<file path="src/rtl/ifne_ram.sv">
// Simple dual-port synchronous memory with one registered read port.
`default_nettype none
module ifne_ram #(
   parameter int W = 8,
   parameter int D = 2
) (
   input  wire logic                 clock,
   input  wire logic                 we,
   input  wire logic [$clog2(D)-1:0] wa,
   input  wire logic [W-1:0]         wd,
   input  wire logic [$clog2(D)-1:0] ra,
   output logic      [W-1:0]         rd
);

   logic [W-1:0] mem [D];
   logic [W-1:0] rd_ff;

   // Write port and registered read port.
   always_ff @(posedge clock) begin
      if (we) begin
         mem[wa] <= wd;
      end
      rd_ff <= mem[ra];
   end

   assign rd = rd_ff;

endmodule
`default_nettype wire

</file>
<file path="config.mk">
export PLATFORM = sky130hd
export DESIGN_NAME = ifne_ram
export DESIGN_NICKNAME = d
export VERILOG_FILES = /design/src/rtl/ifne_ram.sv
export SDC_FILE = /design/constraint.sdc
export NUM_CORES = 1
export LEC_CHECK = 0
export ABC_AREA = 1
export BUFFER_PORTS_ARGS = -buffer_cell sky130_fd_sc_hd__buf_2
export CAP_MARGIN = 20
export CORE_MARGIN = 2
export CORE_UTILIZATION = 48
export DETAILED_ROUTE_END_ITERATION = 8
export MAX_ROUTING_LAYER = met4
export PLACE_DENSITY = 0.78
export SLEW_MARGIN = 20
export SYNTH_ARGS = -nofsm -noshare
export SYNTH_HDL_FRONTEND = slang
export SYNTH_SLANG_ARGS = --single-unit
</file>
<file path="constraint.sdc">
create_clock -name clock -period 0.97 [get_ports clock]
set_input_delay 0.0485 -clock clock [delete_from_list [all_inputs] [get_ports clock]]
set_output_delay 0.0485 -clock clock [all_outputs]
set_load 0.005 [all_outputs]
</file>
# == Word-level counts from Yosys, hierarchy flattened ==
# Memory sizes are Yosys's and may differ from the RTL's. A register that Yosys moved wholly into a read port is not among the register bits.
# Cells that the tools add are included.
# classes
muxes,2
# op_table
operator,n
2-to-1 mux 1 bit,2
# word_totals
out_inout_bits,8
inputBits,12
ramBits,16
register_bits,0
wordCells,3
n_memories,1
# mem_list
name,depth,width,read_ports,rd_clocked_by_memory_dff,write_ports,line_no,source
mem,2,8,1,1,1,15,logic [W-1:0] mem [D];

# == Logic depth before layout (Yosys ltp) ==
# Gate-level depths: netlist of the first run.
# depth
word_depth,2
mapped_depth,4
mapped_depth_nobuf,3

# == Worst setup path after synthesis of the first run ==
# Ideal clock, no wire load.
# synth_timing
path_type,input port to flip-flop
start,input port we
end,"memory mem[0][0], enable pin"
n_path_buf,0
path_slack_ns,0.162
setup_time_ns,0.371
arrival_time_ns,0.437
t_required_ns,0.599
stages,2
cell_sequence,inv_1 -> nor2_1
# synth_via
elab_chain_cells,2
# synth_rtl
item,line_no,source
from (decl),8,"input wire logic we,"
2-to-1 mux 1 bit,20,if (we) begin
2-to-1 mux 1 bit (not written as such),21,mem[wa] <= wd;
to (decl),15,
# No other way between the ends.

# == Worst setup path in the final report of the first run ==
# layout_timing
start,register rd_ff[5] (netlist: rd[5]) (read register of mem)
end,output port rd[5]
# layout_rtl
item,line_no,source
from (decl),16,logic [W-1:0] rd_ff;
to (decl),12,output logic [W-1:0] rd
# No word-level cell between the ends.

==> impl_metrics.py, run 1 <==
metrics = {
    "synth": {
        "synth_edf_count": 16,
        "synth_warnings": 0,
        "yosys_register_bits": 24,
        "yosysTopAreaCell": "edfxtp_1",
        "yosysSeqAreaShare_pct": 84.2,
        "synthMostInstantiatedCell": "nand2_1",
        "synthTopCellsByCount": "nand2_1, edfxtp_1, dfxtp_1",
        "synth_nets": 66,
        "synth_top_area_share_pct": 63.2,
        "syn_area_um2": 761,
        "ys.flop_type": "edfxtp_1",
        "async_flop_share_pct": 0,
        "synthDistinctLibCells": 7,
        "synthTopCellsByArea": "edfxtp_1, dfxtp_1, nand2_1",
        "avgSynthCellArea_um2": 14.1,
        "synthesis.instances": 54,
    },
    "cts": {
        "clk_pin_slew_worst_paths_ps": 120,
        "post-cts-setup-buffer-count": 0,
        "clock_latency_ps": 300,
        "cts_tree": "done",
        "cts_root_buf": "clkbuf_4",
        "htreeDepth": 1,
        "cts-buffers-inserted": 3,
        "cts_resized": 0,
        "ctsLongestPathBuffers": 2,
        "cts.sinks": 24,
    },
    "placement": {
        "place.gp.congestion": 0.649,
        "dpl.hpwl_um": 709,
        "placed_area_um2": 872,
        "io_buffers": 19,
        "dp.cells": 89,
    },
    "layout": {
        "finalNetCount": 98,
        "fillers": 110,
        "design_area_um2": 978,
        "final-instance-count-excl-fill": 101,
        "seqCellArea_um2": 641,
        "utilization_pct": 65.7,
        "insertedDiodeCount": 0,
        "syn_to_final_growth_pct": 28.6,
        "drive_gt1_share_pct": 28.2,
        "multiInputGateArea_um2": 97.6,
    },
    "sta": {
        "tightest_slew_ps": 321,
        "drv_slew": 0,
        "min_period_ps": 785,
        "finalHoldViolCount": 0,
        "rsz0062_at_grt": "false",
        "fin_tns_setup_ps": 0,
        "fmax_mhz": 1270,
        "setup_viol": 0,
        "relSlewSlack_pct": 78.6,
        "min_period_over_period_pct": 81.0,
        "fin_skew_ps": 2.28,
    },
    "min_path": {
        "hold_start": "ra",
        "holdPathEnd": "rd[7]",
        "holdPathStages": 3,
        "hp-class": "in -> reg",
    },
    "floorplanning": {
        "die_area_um2": 1920,
        "io_pins": 20,
        "chipHeight_um": 43.8,
        "rows": 14,
        "start_util_pct": 51.1,
        "core_area_um2": 1490,
        "die_w_um": 43.8,
    },
    "run": {
        "cap_violations": 0,
    },
    "critical_path": {
        "crit_buf_inv": 1,
        "worstPathCellList": "buf_2",
        "critical_path_arrival_ps": 740,
        "startpoint_type": "register",
        "end_kind": "output pin",
        "cp_top_family": "flip-flops",
        "rrSetupSlack_ps": 340,
        "cp_slowest_cell": "dfxtp_1",
        "cp.required_ps": 920,
        "path_max_fanout": 1,
        "cpPeakStageDelay_ps": 320,
        "crit_type": "reg -> out",
        "critPathLaunch": "rd[5]",
        "r2r_cells": 2,
        "worstReg2RegStart": "mem[1][0]",
        "worst_r2r_endpoint": "rd[0]",
    },
    "pwr": {
        "ir_worst_vdd_mv": 1.17,
        "p_leak_uw": 0.000440,
        "p_total_uw": 1760,
        "powerDensity_nw_per_um2": 1800,
    },
    "drt": {
        "wire_per_inst_um": 11.7,
        "dr.pass1.iters": 4,
        "final_antenna_net_count": 0,
        "drt_iter0_drc": 17,
        "dr_total_vias": 447,
        "drt_wl_total_um": 1180,
        "avgViaCountPerCell": 4.43,
        "drc": 0,
    },
    "grt": {
        "grt_first_pass_wirelength_um": 1840,
        "grt_max_degree": 14,
        "first_global_vias": 443,
        "overflow": 0,
        "antenna_found_initial": 0,
        "grt_util_all_layers_pct": 14.2,
    },
    "status": {
        "status": "finished clean",
    },
}
cells in the final DEF (no fill, tap or decap):
cell type | Yosys | final
nand2_1 | 25 | 25
buf_4 | 0 | 1
inv_1 | 2 | 2
edfxtp_1 | 16 | 16
dlygate4sd3_1 | 0 | 8
dfxtp_1 | 8 | 8
clkbuf_4 | 0 | 3
nor2_1 | 1 | 1
inv_2 | 1 | 1
clkinv_1 | 0 | 1
buf_2 | 0 | 19
kinds of logic (layout without fill, tap and decap cells):
family        count (synthesis)  after routing  share of synthesized area, %
buf+inv                       4             35                          2.96
flops                        24             24                          84.2
simple gates                 26             26                          12.8
stage by stage:
step | hold WS (ps) | setup WS (ps)
global placement | 237 | 244
floorplan | 147 | 162
detailed placement | 240 | 200
finish | 43.0 | 185
global route | 35.8 | 131
CTS | 36.3 | 177
layout make-up:
type / count / share of cell area (%)
sequential: 24 / 65.5
clock buffer: 3 / 2.30
timing repair buffer: 28 / 18.7
multi-input combinational: 26 / 9.97
tap: 16 / 2.05
inverter: 3 / 1.15
clock inverter: 1 / 0.384
worst max path at each step:
stage / to / cells past startpoint / slack (ps)
after CTS: rd[5] / 1 / 180
after detailed placement: mem[1][4] / 3 / 200
final: rd[5] / 1 / 180
after floorplan: mem[0][0] / 2 / 160
after global placement: mem[1][4] / 3 / 240
after global routing: rd[5] / 1 / 130
state kept, by name (all words and copies together) (netlist names):
register,flops
mem,16
rd,8
where the power goes:
group | switching, µW | internal, µW | total (µW)
clock | 278 | 150 | 428
combinational | 67.7 | 72.9 | 141
sequential | 18.0 | 1170 | 1190
total | 364 | 1390 | 1760
metal layers:
metal  vias up  GRT usage [%]  wire length, µm
met3         4           3.75               61
met1       191           16.0              503
met2        15           23.2              605
met4         0           7.27               12
li1        237              -                -
met5         -              -                0
repair_timing:
item | in CTS | in global routing
endpoints found under the setup margin | 0 | 0
hold buffers | 8 | 0
endpoints found under the hold margin | 16 | 0
No activity file was read; power rests on OpenSTA's default activity.
==> run 2, diff against run 1 <==
Clock period 0.97 ns to 0.8 ns, I/O delays scaled along.
==> impl_metrics.py, run 2 (synthesis gave the netlist of run 1 again) <==
metrics = {
    "drt": {
        "final_antenna_net_count": 0,
        "drt_iter0_drc": 17,
        "wire_per_inst_um": 11.7,
        "avgViaCountPerCell": 4.41,
        "dr_total_vias": 445,
        "drc": 0,
        "dr.pass1.iters": 4,
        "drt_wl_total_um": 1190,
    },
    "grt": {
        "grt_max_degree": 14,
        "first_global_vias": 443,
        "grt_first_pass_wirelength_um": 1840,
        "grt_util_all_layers_pct": 14.2,
        "antenna_found_initial": 0,
        "overflow": 0,
    },
    "floorplanning": {
        "chipHeight_um": 43.8,
        "rows": 14,
        "io_pins": 20,
        "start_util_pct": 51.1,
        "core_area_um2": 1490,
        "die_area_um2": 1920,
        "die_w_um": 43.8,
    },
    "sta": {
        "min_period_ps": 785,
        "drv_slew": 0,
        "min_period_over_period_pct": 98.2,
        "rsz0062_at_grt": "true",
        "tightest_slew_ps": 319,
        "relSlewSlack_pct": 78.7,
        "setup_viol": 0,
        "fin_skew_ps": 1.55,
        "fmax_mhz": 1270,
        "finalHoldViolCount": 0,
    },
    "critical_path": {
        "crit_buf_inv": 1,
        "startpoint_type": "register",
        "cp.required_ps": 760,
        "critical_path_arrival_ps": 750,
        "cp_slowest_cell": "dfxtp_2",
        "end_kind": "output pin",
        "r2r_cells": 2,
        "worst_r2r_endpoint": "rd[0]",
        "path_max_fanout": 1,
        "cpPeakStageDelay_ps": 340,
        "worstReg2RegStart": "mem[1][0]",
        "worstPathCellList": "buf_6",
        "cp_top_family": "flip-flops",
        "rrSetupSlack_ps": 170,
        "crit_type": "reg -> out",
    },
    "layout": {
        "final_common_cell": "nand2_1",
        "final-instance-count-excl-fill": 101,
        "drive_gt1_share_pct": 29.4,
        "top_register": "mem",
        "syn_to_final_growth_pct": 29.6,
        "insertedDiodeCount": 0,
        "mostFrequentLayoutCells": "nand2_1, buf_2, edfxtp_1",
        "finalNetCount": 98,
        "largest_register_ffs": 16,
        "utilization_pct": 66.2,
    },
    "cts": {
        "cts-buffers-inserted": 3,
        "cts_root_buf": "clkbuf_4",
        "htreeDepth": 1,
        "clock_latency_ps": 300,
        "clk_pin_slew_worst_paths_ps": 120,
        "ctsLongestPathBuffers": 2,
        "cts_tree": "done",
        "cts.sinks": 24,
    },
    "placement": {
        "dpl.hpwl_um": 709,
        "io_buffers": 19,
        "dp.cells": 89,
        "place.gp.congestion": 0.649,
    },
    "min_path": {
        "hold_start": "ra",
        "holdPathStages": 3,
        "holdPathEnd": "rd[5]",
        "hp-class": "in -> reg",
    },
    "run": {
        "cap_violations": 0,
    },
    "pwr": {
        "p_leak_uw": 0.000442,
        "powerDensity_nw_per_um2": 2170,
        "ir_worst_vdd_mv": 1.42,
    },
    "status": {
        "status": "finished clean",
    },
}
==> run 2: per-layer routing <==
| metal | vias up | GRT usage (%) | part of all wire, % |
|---|---|---|---|
| met1 | 191 | 16.0 | 43 |
| met2 | 15 | 23.2 | 52 |
| met5 | - | - | 0 |
| met4 | 0 | 7.27 | 0.51 |
| li1 | 237 | - | - |
| met3 | 2 | 3.75 | 5.3 |
==> run 2: worst max path at each step <==
| stage | slack, ps | start | cells after the start | to |
|---|---|---|---|---|
| after global placement | 80 | wa | 3 | mem[1][4] |
| after floorplan | 0.1 | we | 2 | mem[0][0] |
| after detailed placement | 40 | wa | 3 | mem[1][4] |
| after global routing | -20 | rd[5] | 1 | rd[5] |
| after CTS | 20 | rd[5] | 1 | rd[5] |
| final | 10 | rd[5] | 1 | rd[5] |
==> run 2: repair_timing <==
item,CTS,global route
setup endpoints to repair,0,8
hold endpoints to repair,16,0
setup buffers,0,0
resized for setup,0,2
hold buffers,8,0
==> run 2: cell type report <==
type                    count  area [µm²]
clock buffers               3        22.5
clock inverters             1        3.75
well taps                  16        20.0
repair buffers             28         189
multi-input cells          26        97.6
flip-flops and latches     24         642
inverters                   3        11.3
fillers                   110         503
==> run 2: through the flow <==
step | power, µW | hold WS (ps) | setup TNS, ps | instance area (µm²) | setup slack (ps)
floorplan | 1530 | 139 | 0 | 761 | 0.0986
global placement | 1600 | 229 | 0 | 872 | 83.0
detailed placement | 1610 | 232 | 0 | 872 | 38.2
CTS | 2130 | 27.8 | 0 | 978 | 15.3
global route | 2240 | 27.3 | -106 | 986 | -21.2
finish | 2140 | 29.2 | 0 | 986 | 14.5
==> run 2: report_power, final <==
group          switching, µW  internal, µW  total [µW]
registers               22.8          1420        1440
logic                   82.1          93.3         175
clock network            339           182         521
